[config.mk]
export PLATFORM = sky130hd
export DESIGN_NAME = double_byte_code_to_glyph_index_top
export DESIGN_NICKNAME = d
export VERILOG_FILES = /design/src/sv/dbc_pkg.sv /design/src/sv/dbc_map.sv /design/src/sv/double_byte_code_to_glyph_index_top.sv
export SDC_FILE = /design/constraint.sdc
export NUM_CORES = 1
export LEC_CHECK = 0
export ABC_AREA = 1
export BUFFER_PORTS_ARGS = -buffer_cell sky130_fd_sc_hd__clkbuf_2
export CAP_MARGIN = 20
export CORE_UTILIZATION = 34
export DETAILED_ROUTE_END_ITERATION = 10
export PLACE_DENSITY = 0.59
export SYNTH_ARGS = -nofsm -noshare
export SYNTH_HDL_FRONTEND = slang
export SYNTH_SLANG_ARGS = --single-unit
export TNS_END_PERCENT = 20
[constraint.sdc]
create_clock -name clk -period 5.63 [get_ports clk]
set_input_delay 0.8445 -clock clk [delete_from_list [all_inputs] [get_ports clk]]
set_output_delay 0.8445 -clock clk [all_outputs]
set_load 0.005 [all_outputs]
[src/sv/dbc_pkg.sv]
// shared types and constants for the double-byte code to glyph index block
// no dependencies; used by dbc_map and the top level
`timescale 1ns / 1ps

package dbc_pkg;

  localparam int GlyphW = 15;
  localparam int KindW  = 2;

  // character kind codes
  localparam logic [KindW-1:0] KIND_SINGLE = 2'd0;
  localparam logic [KindW-1:0] KIND_DOUBLE = 2'd1;
  localparam logic [KindW-1:0] KIND_SKIP   = 2'd2;

  localparam logic [7:0] SKIP_BYTE = 8'h08;

  localparam logic [GlyphW-1:0] ROW_LEN        = 15'd94;
  localparam logic [GlyphW-1:0] EXT_A_ROW      = 15'd178;
  localparam logic [GlyphW-1:0] EXT_B_ROW      = 15'd84;
  localparam logic [GlyphW-1:0] EXT_A_BASE     = 15'd8742;
  localparam logic [GlyphW-1:0] EXT_B_BASE     = 15'd14438;
  localparam logic [GlyphW-1:0] UNMAPPED_GLYPH = 15'h60;
  localparam logic [GlyphW-1:0] DOUBLE_OFFSET  = 15'd256;
  localparam logic [GlyphW-1:0] GLYPH_MAX      = 15'd17885;

  typedef struct packed {
    logic [GlyphW-1:0] glyph_index;
    logic [KindW-1:0]  char_kind;
  } glyph_t;

endpackage

[src/sv/dbc_map.sv]
// combinational classifier and glyph index mapping for one byte pair
// depends on dbc_pkg
`timescale 1ns / 1ps

module dbc_map (
  input  logic [7:0]     lead_byte,
  input  logic [7:0]     trail_byte,
  output dbc_pkg::glyph_t result
);

  logic       trail_ok;
  logic       is_double;
  logic       main_area;
  logic       ext_a_area;
  logic       ext_b_area;
  logic [6:0] col_main;
  logic [6:0] row_main;
  logic [7:0] ext_col;
  logic [7:0] lead_a;
  logic [7:0] lead_b;
  logic [dbc_pkg::GlyphW-1:0] main_idx;
  logic [dbc_pkg::GlyphW-1:0] ext_a_idx;
  logic [dbc_pkg::GlyphW-1:0] ext_b_idx;
  logic [dbc_pkg::GlyphW-1:0] dbl_idx;

  always_comb begin
    trail_ok = (trail_byte >= 8'h41 && trail_byte <= 8'h5A) ||
               (trail_byte >= 8'h61 && trail_byte <= 8'h7A) ||
               (trail_byte >= 8'h81 && trail_byte <= 8'hFE);
    is_double = lead_byte >= 8'h81 && lead_byte <= 8'hFE && trail_ok;

    main_area  = lead_byte >= 8'hA1 && lead_byte <= 8'hFD && trail_byte >= 8'hA1;
    ext_a_area = lead_byte <= 8'hA0;
    ext_b_area = lead_byte >= 8'hA1 && lead_byte <= 8'hC6 && trail_byte <= 8'hA0;

    col_main = 7'(trail_byte - 8'hA1);

    // command rows sit first, then symbols, hangul, hanja
    if (lead_byte <= 8'hAC) begin
      row_main = 7'(lead_byte - 8'h9D);
    end else if (lead_byte <= 8'hAF) begin
      row_main = 7'(lead_byte - 8'hAD);
    end else if (lead_byte <= 8'hC8) begin
      row_main = 7'(lead_byte - 8'hA0);
    end else if (lead_byte == 8'hC9) begin
      row_main = 7'd3;
    end else begin
      row_main = 7'(lead_byte - 8'hA1);
    end

    // extension trail set: three runs packed back to back
    if (trail_byte <= 8'h5A) begin
      ext_col = trail_byte - 8'h41;
    end else if (trail_byte <= 8'h7A) begin
      ext_col = trail_byte - 8'h47;
    end else begin
      ext_col = trail_byte - 8'h4D;
    end

    lead_a = lead_byte - 8'h81;
    lead_b = lead_byte - 8'hA1;

    main_idx  = 15'(row_main) * dbc_pkg::ROW_LEN + 15'(col_main);
    ext_a_idx = 15'(lead_a) * dbc_pkg::EXT_A_ROW + 15'(ext_col) + dbc_pkg::EXT_A_BASE;
    ext_b_idx = 15'(lead_b) * dbc_pkg::EXT_B_ROW + 15'(ext_col) + dbc_pkg::EXT_B_BASE;

    if (main_area) begin
      dbl_idx = main_idx;
    end else if (ext_a_area) begin
      dbl_idx = ext_a_idx;
    end else if (ext_b_area) begin
      dbl_idx = ext_b_idx;
    end else begin
      dbl_idx = dbc_pkg::UNMAPPED_GLYPH;
    end

    if (lead_byte == dbc_pkg::SKIP_BYTE) begin
      result.glyph_index = '0;
      result.char_kind   = dbc_pkg::KIND_SKIP;
    end else if (is_double) begin
      result.glyph_index = dbl_idx + dbc_pkg::DOUBLE_OFFSET;
      result.char_kind   = dbc_pkg::KIND_DOUBLE;
    end else begin
      result.glyph_index = {7'd0, lead_byte};
      result.char_kind   = dbc_pkg::KIND_SINGLE;
    end
  end

endmodule

[src/sv/double_byte_code_to_glyph_index_top.sv]
// Takes one byte pair per item (byte at the text position and the byte after
// it) and returns its glyph number and kind: single-byte, double-byte or skip
// marker. One item is accepted every clock cycle unless the output stalls. The
// input register and the result register hold the mapping logic between them,
// so a result is registered in the result register after its item passes the
// input register. Both stages hold their item while the output is stalled.
// depends on dbc_pkg and dbc_map
`timescale 1ns / 1ps

module double_byte_code_to_glyph_index_top (
  input  logic        clk,
  input  logic        rst_n,
  input  logic        in_valid,
  output logic        in_ready,
  input  logic [7:0]  in_lead_byte,
  input  logic [7:0]  in_trail_byte,
  output logic        out_valid,
  input  logic        out_ready,
  output logic [14:0] out_glyph_index,
  output logic [1:0]  out_char_kind
);

  logic       s1_valid_r;
  logic       s1_valid_nxt;
  logic [7:0] s1_lead_r;
  logic [7:0] s1_trail_r;
  logic       out_valid_r;
  logic       out_valid_nxt;
  logic       out_take;
  dbc_pkg::glyph_t map_res;
  dbc_pkg::glyph_t out_res_r;

  dbc_map u_map (
    .lead_byte  (s1_lead_r),
    .trail_byte (s1_trail_r),
    .result     (map_res)
  );

  // result register frees when empty or being taken
  assign out_take = !out_valid_r || out_ready;
  assign in_ready = !s1_valid_r || out_take;

  always_comb begin
    s1_valid_nxt  = in_ready ? in_valid : s1_valid_r;
    out_valid_nxt = out_take ? s1_valid_r : out_valid_r;
  end

  always_ff @(posedge clk) begin
    if (!rst_n) begin
      s1_valid_r  <= 1'b0;
      out_valid_r <= 1'b0;
    end else begin
      s1_valid_r  <= s1_valid_nxt;
      out_valid_r <= out_valid_nxt;
    end
  end

  always_ff @(posedge clk) begin
    if (in_valid && in_ready) begin
      s1_lead_r  <= in_lead_byte;
      s1_trail_r <= in_trail_byte;
    end
    if (out_take && s1_valid_r) begin
      out_res_r <= map_res;
    end
  end

  assign out_valid       = out_valid_r;
  assign out_glyph_index = out_res_r.glyph_index;
  assign out_char_kind   = out_res_r.char_kind;

  a_skip_zero: assert property (@(posedge clk) disable iff (!rst_n)
    out_valid_r && out_res_r.char_kind == dbc_pkg::KIND_SKIP |-> out_res_r.glyph_index == '0)
    else $error("skip item with nonzero glyph");

  a_single_range: assert property (@(posedge clk) disable iff (!rst_n)
    out_valid_r && out_res_r.char_kind == dbc_pkg::KIND_SINGLE
      |-> out_res_r.glyph_index < dbc_pkg::DOUBLE_OFFSET)
    else $error("single-byte glyph out of range");

  a_double_range: assert property (@(posedge clk) disable iff (!rst_n)
    out_valid_r && out_res_r.char_kind == dbc_pkg::KIND_DOUBLE
      |-> out_res_r.glyph_index >= dbc_pkg::DOUBLE_OFFSET &&
          out_res_r.glyph_index <= dbc_pkg::GLYPH_MAX)
    else $error("double-byte glyph out of range");

  a_kind_legal: assert property (@(posedge clk) disable iff (!rst_n)
    out_valid_r |-> out_res_r.char_kind == dbc_pkg::KIND_SINGLE ||
                    out_res_r.char_kind == dbc_pkg::KIND_DOUBLE ||
                    out_res_r.char_kind == dbc_pkg::KIND_SKIP)
    else $error("undefined kind code");

  a_s1_hold: assert property (@(posedge clk) disable iff (!rst_n)
    s1_valid_r && !out_take |=> s1_valid_r && $stable(s1_lead_r) && $stable(s1_trail_r))
    else $error("input stage lost a stalled item");

endmodule
Word-level counts from Yosys, hierarchy flattened
Index checks and enable logic that the tools add are counted.
{"block": "word_totals", "regBits": 35, "n_memories": 0, "elab_cells": 73, "output_inout_bits": 19, "latchBits": 0, "in_bits": 20, "rom_bits": 0, "ramBits": 0}
{"block": "op_classes", "n_reduce_logical": 18, "order_cmp": 17, "n_div": 0, "shift": 0, "n_mux": 10, "mul": 3, "n_eq_ne": 2, "bitwise_logic": 1, "n_addsub": 15}
{"operator": "$le A8 B8 Y1 const B", "count": 9}
{"operator": "$mux W15", "count": 3}
{"operator": "$ge A8 B8 Y1 const B", "count": 4}
{"operator": "$add A15 B14 Y15 const B", "count": 2}
{"operator": "$add A15 B8 Y15", "count": 2}
{"operator": "$mux W7", "count": 4}
{"operator": "$sub A8 B7 Y8 const B", "count": 3}
{"operator": "$sub A7 B6 Y7 const B", "count": 3}
{"operator": "$ge A8 B7 Y1 const B", "count": 2}
{"operator": "$le A8 B7 Y1 const B", "count": 2}
{"operator": "$mux W8", "count": 2}
{"operator": "$sub A8 B8 Y8 const B", "count": 2}
{"operator": "$add A14 B7 Y15", "count": 1}
{"operator": "$add A15 B9 Y15 const B", "count": 1}
{"operator": "$mul A8 B7 Y14 const B", "count": 1}
{"operator": "$mul A7 B6 Y13 const B", "count": 1}
{"operator": "$mul A8 B5 Y13 const B", "count": 1}
{"operator": "$logic_and A1 B1 Y1", "count": 11}
{"operator": "$mux W10", "count": 1}
{"operator": "$eq A8 B4 Y1 const B", "count": 1}
{"operator": "$eq A8 B8 Y1 const B", "count": 1}
{"operator": "$sub A7 B5 Y7 const B", "count": 1}
{"operator": "$logic_or A1 B1 Y1", "count": 4}
{"operator": "$logic_not A1 Y1", "count": 2}
{"operator": "2 further kinds", "count": 2}

Longest topological paths before layout
{"block": "depth", "ltp_word": 10, "mapped_depth": 39, "depth_no_buf": 38}

By module
From an unflattened synthesis, not the netlist that was laid out.
{"block": "unflattened", "hier_cells": 1050, "hier_area_um2": 7310.8}
{"mod": "dbc_map", "cells_per_inst": 1004, "seq_area_each_um2": 0.0, "area_each_um2": 6224.7, "instances": 1}
{"mod": "double_byte_code_to_glyph_index_top", "cells_per_inst": 46, "seq_area_each_um2": 1031.0, "area_each_um2": 1086.0, "instances": 1}

Least setup slack after synthesis
OpenSTA, ideal clock, no wires.
{"block": "synth_path", "path_type": "register -> register", "startpoint": "reg s1_lead_r[5]", "endpoint": "reg out_res_r (netlist bit out_glyph_index[14]) (data pin)", "arrival_time_ns": 5.539, "required_ns": 5.372, "setup_ns": 0.258, "stages_incl_launch_ff": 35, "path_buffers": 1, "slack_ns": -0.167, "synth_period_minus_slack_ns": 5.797, "path_cell_list": "edfxtp_1 > buf_2 > inv_1 > ha_1 > nand3_1 > inv_1 > nand4_1 > nand3_1 > a31oi_1 > inv_1 > nor2_1 > a221oi_1 > fa_1 > inv_1 > ha_1 > fa_1 > fa_1 > xor2_1 > ha_1 > nand2_1 > nor2_1 > nand2_1 > nand3_1 > nand3_1 > nor2_1 > inv_1 > nand2_1 > nand3b_1 > nand2_1 > ha_1 > nand2_1 > nor2_1 > nand3_1 > nand2_1 > a21oi_1"}
{"block": "synth_between", "elab_chain_cells": 9, "elab_cells_between_ends": 40, "cone_classes": "11 x add/sub; 3 x mul; 9 x order compare; 2 x eq/ne; 7 x mux; 1 x bitwise; 7 x reduce/logical"}
{"item": "from (decl)", "line_no": "double_byte_code_to_glyph_index_top.sv:25", "text": "logic [7:0] s1_lead_r;"}
{"item": "from (signal assigned)", "line_no": "double_byte_code_to_glyph_index_top.sv:60", "text": "s1_lead_r <= in_lead_byte;"}
{"item": "parallel branches: the longest is 9 deep, another holds $add A15 B8 Y15"}
{"item": "to (signal assigned)", "line_no": "double_byte_code_to_glyph_index_top.sv:64", "text": "out_res_r <= map_res;"}
{"item": "to (decl)", "line_no": "double_byte_code_to_glyph_index_top.sv:31", "text": "dbc_pkg::glyph_t out_res_r;"}
Parallel ways; which one is timed is not known.
A chain may end at the register's enable or synchronous reset.

Final worst setup path
Same ends and word-level chain as after synthesis.

==> PnR_summary.wiki <==
{| class="wikitable"
! Metric !! Value
|-
| Number of antenna repair diodes || 0
|-
| Final WL || 19660 um
|-
| Worst-case setup margin in the final layout || 157.5 ps
|-
| Setup violators final || 0
|-
| Remaining antenna violation count after routing || 0
|-
| First-pass GRT wire length || 31630 um
|-
| Register-to-register setup slack || 160 ps
|-
| Worst slew margin relative to its limit || 0.4560
|-
| Delay of the slowest critical-path stage || 550 ps
|-
| Setup repair after global routing missed its margin || yes
|-
| Crit path time final || 5472 ps
|-
| Largest driver fanout on the critical path || 4
|-
| Number of global-route vias before repair || 6720
|-
| Bufs on Longest Clock Path || 2
|-
| Layout overhead on the synthesized area || 23.63%
|-
| Dominant cells by area after synthesis || sky130_fd_sc_hd__ha_1, sky130_fd_sc_hd__nand2_1, sky130_fd_sc_hd__edfxtp_1, sky130_fd_sc_hd__inv_1, sky130_fd_sc_hd__fa_1
|-
| Setup TNS after final layout || 0 ps
|-
| # port buffers || 38
|-
| Static leakage || 4.761 nW
|-
| Launching instance or port of the critical path || s1_lead_r[5]
|-
| Buffers and inverters on the worst path || 7
|-
| Capturing point of the worst reg2reg path || out_glyph_index[14]
|-
| Vias/cell || 4.864
|-
| CP Data Arrival Time || 5510 ps
|-
| Synthesized net count || 1254
|-
| TritonCTS clock tree || yes
|-
| VDD IR-drop max || 0.0002639 V
|-
| Placer Congestion || 0.8993
|-
| Area of the placeable core || 21150 um2
|-
| GR Util All Layers || 0.1784
|-
| Detailed-routing iteration count for the pre-antenna-repair pass || 5
|-
| Syn Std Cell Area || 7365 um2
|-
| Number of vias after detailed routing || 7116
|-
| Cell count after synthesis || 1070
|-
| Count of cells along the worst register-to-register path || 36
|-
| Sequential element share of the synthesized area || 0.1400
|-
| Status || completed
|-
| Post-route clock period utilization || 0.9720
|-
| Power density of the placed cells || 528.4 nW/um2
|-
| Final hold violation count || 0
|-
| Synth warn || 0
|-
| DRC marker count from the first detailed-route iteration || 330
|-
| Max-cap check violation count || 0
|-
| Achievable frequency || 182.7 MHz
|-
| Die area || 22250 um2
|-
| Die height || 149.2 um
|-
| Non-Filler Instances || 1463
|-
| Placement row count || 53
|-
| Detailed-route DRC error count || 0
|-
| Clock slew seen by the registers of the worst setup and hold paths || 60 ps
|-
| Register bit total from synthesis || 35
|-
| Number of placed I/O pins || 39
|-
| Share of the synthesized area in the top cell type || 0.2311
|-
| Die X || 149.2 um
|-
| Kind of end point of the critical path || flop
|-
| Max stage delay cell, worst path || sky130_fd_sc_hd__fa_1
|-
| CP Class || flop to flop
|-
| Post-synth EDFFs || 33
|-
| Wire length per cell after detailed routing || 13.44 um
|-
| Largest net degree at the start of global routing || 19
|-
| Core Util, Final || 0.4304
|-
| Post-CTS Hold Fix Bufs || 0
|-
| Buffer type at the clock tree root || sky130_fd_sc_hd__clkbuf_16
|-
| Leading register cell type out of synthesis || sky130_fd_sc_hd__edfxtp_1
|-
| Initial standard-cell utilization of the core || 0.3481
|-
| Share of cells above drive strength 1 || 0.2138
|-
| Half-perimeter wire length after placement || 15990 um
|-
| Post-place setup slack || -137.2 ps
|-
| Number of buffers created by CTS || 5
|-
| Number of logic stages on the critical path including buffering || 36
|-
| Count of final max-slew check failures || 0
|-
| Inst Count DP || 1432
|-
| Count of H-tree levels built during CTS || 2
|-
| Proportion of register bits with asynchronous set or reset after synthesis || 0
|-
| Clock Skew || 9.766 ps
|-
| Total number of nets in the final design || between 1000 and 1500
|-
| Largest area contributor in the netlist || sky130_fd_sc_hd__ha_1
|-
| Worst-Skew Late Latency || roughly 290 ps
|-
| Number of antenna violations at the first check in global routing || 0
|-
| Min-Delay Path Class || flop to flop
|-
| Startpoint of the most critical register-to-register path || s1_lead_r[5]
|-
| Worst-Margin Slew || 808.5 ps
|-
| Endpoint of the worst setup timing path || out_glyph_index[14]
|-
| Clk sink count || 35
|-
| Post-synth cell types || 51
|-
| CP startpoint kind || flop
|-
| Required time worst endpoint || between 5000 and 6000 ps
|-
| Mean Syn Cell Area || 6.883 um2
|-
| Category of cells accounting for the largest share of critical-path delay || adder cells
|-
| Grt ovf || 0
|-
| Crit-path most repeated cell || sky130_fd_sc_hd__inv_2
|}
-- metrics by stage --
stage	area [um2]	power, mW	hold WS (ps)
after floorplan	7371	3.005	447.3
after global placement	8280	3.955	482.4
after detailed placement	8280	3.986	488.6
after CTS	8467	4.306	498.8
after global routing	9105	5.436	545.0
final	9105	4.811	492.1
-- power breakdown --
group          switching (mW)  internal (mW)
sequential             0.0161          0.321
combinational            2.43           1.76
clock                   0.114          0.164
-- routing by layer --
metal / track usage / up-vias / part of all wire
li1: - / 3698 / -
met3: 0.02538 / 16 / 0.044
met1: 0.2426 / 3245 / 0.47
met4: 0.03112 / 0 / 0.011
met5: 0 / - / 0
met2: 0.3009 / 157 / 0.47
-- cell families (layout without fill, tap and decap cells) --
group           Yosys count  in the layout  synth area share
xor+xnor                 35             35           0.04162
fa+ha+maj               164            164            0.3072
simple gates            485            485            0.2920
compound gates          115            115           0.09276
buf+inv                 236            354            0.1264
flops                    35             35            0.1400
-- worst reg2reg max path: cells and delay by family, from the launching register on --
| family | cells | cell delay (ps) |
|---|---|---|
| adders and majority gates | 8 | 2270 |
| and+or+nand+nor | 17 | 1450 |
| buffers and inverters | 7 | 590 |
| DFF | 1 | 410 |
| AOI/OAI and AO/OA | 3 | 300 |
| xor gates and xnor gates | 1 | 190 |
-- placed cells by master, fill, tap and decap left out, drive strengths merged, types with 25 or more instances in the layout --
| cell type | instances |
|---|---|
| a21oi | 44 |
| xor2 | 25 |
| ha | 136 |
| buf | 84 |
| o21ai | 34 |
| fa | 28 |
| clkbuf | 44 |
| nor2 | 81 |
| nand3 | 96 |
| nand2 | 270 |
| edfxtp | 33 |
| inv | 222 |
-- synth_stat cells, types with 3 or more instances --
| cell | instances |
|---|---|
| sky130_fd_sc_hd__inv_1 | 212 |
| sky130_fd_sc_hd__a211oi_1 | 3 |
| sky130_fd_sc_hd__nand3b_1 | 8 |
| sky130_fd_sc_hd__nor2_1 | 71 |
| sky130_fd_sc_hd__nand4_1 | 20 |
| sky130_fd_sc_hd__edfxtp_1 | 33 |
| sky130_fd_sc_hd__inv_2 | 9 |
| sky130_fd_sc_hd__a31oi_1 | 7 |
| sky130_fd_sc_hd__nand2_2 | 4 |
| sky130_fd_sc_hd__ha_1 | 136 |
| sky130_fd_sc_hd__xnor2_1 | 10 |
| sky130_fd_sc_hd__o21ai_0 | 30 |
| sky130_fd_sc_hd__nor2_4 | 4 |
| sky130_fd_sc_hd__o21a_1 | 4 |
| sky130_fd_sc_hd__buf_6 | 4 |
| sky130_fd_sc_hd__a22oi_1 | 3 |
| sky130_fd_sc_hd__nand2_1 | 265 |
| sky130_fd_sc_hd__nor2_2 | 6 |
| sky130_fd_sc_hd__or2_2 | 4 |
| sky130_fd_sc_hd__fa_1 | 28 |
| sky130_fd_sc_hd__nor3_1 | 4 |
| sky130_fd_sc_hd__xor2_1 | 25 |
| sky130_fd_sc_hd__o21ai_1 | 3 |
| sky130_fd_sc_hd__buf_2 | 5 |
| sky130_fd_sc_hd__o21bai_1 | 4 |
| sky130_fd_sc_hd__nand3_1 | 91 |
| sky130_fd_sc_hd__a21oi_1 | 43 |
| sky130_fd_sc_hd__nand3_4 | 3 |
-- repair_timing --
item,in CTS,in global routing
pin swaps,2,39
setup buffers,1,21
setup endpoints to repair,3,6
gates resized for setup,8,102
-- how the worst min path moves through the flow --
| stage | from | end | depth (start not counted) |
|---|---|---|---|
| global route | s1_valid_r | out_valid | 2 |
| detailed placement | s1_valid_r | out_valid | 2 |
| global placement | s1_valid_r | out_valid | 2 |
| CTS | s1_valid_r | out_valid | 2 |
| finish | s1_valid_r | out_valid | 2 |
| floorplan | s1_valid_r | out_valid | 2 |
-- flip-flops by register name, summed over array words and instances (netlist names) --
signal           count
s1_lead_r            8
out_char_kind        2
s1_valid_r           1
out_glyph_index     15
out_valid            1
s1_trail_r           8
-- cell type report --
class / count / area, um2
Timing Repair Buffer: 122 / 854.6
Inverter: 224 / 844.6
Tap cell: 275 / 344.1
Clock inverter: 2 / 13.76
Clock buffer: 6 / 128.9
Sequential cell: 35 / 1031
Multi-Input combinational cell: 799 / 5888
Fill cell: 2182 / 12050
Note: power is estimated with default switching activity, not from simulation.
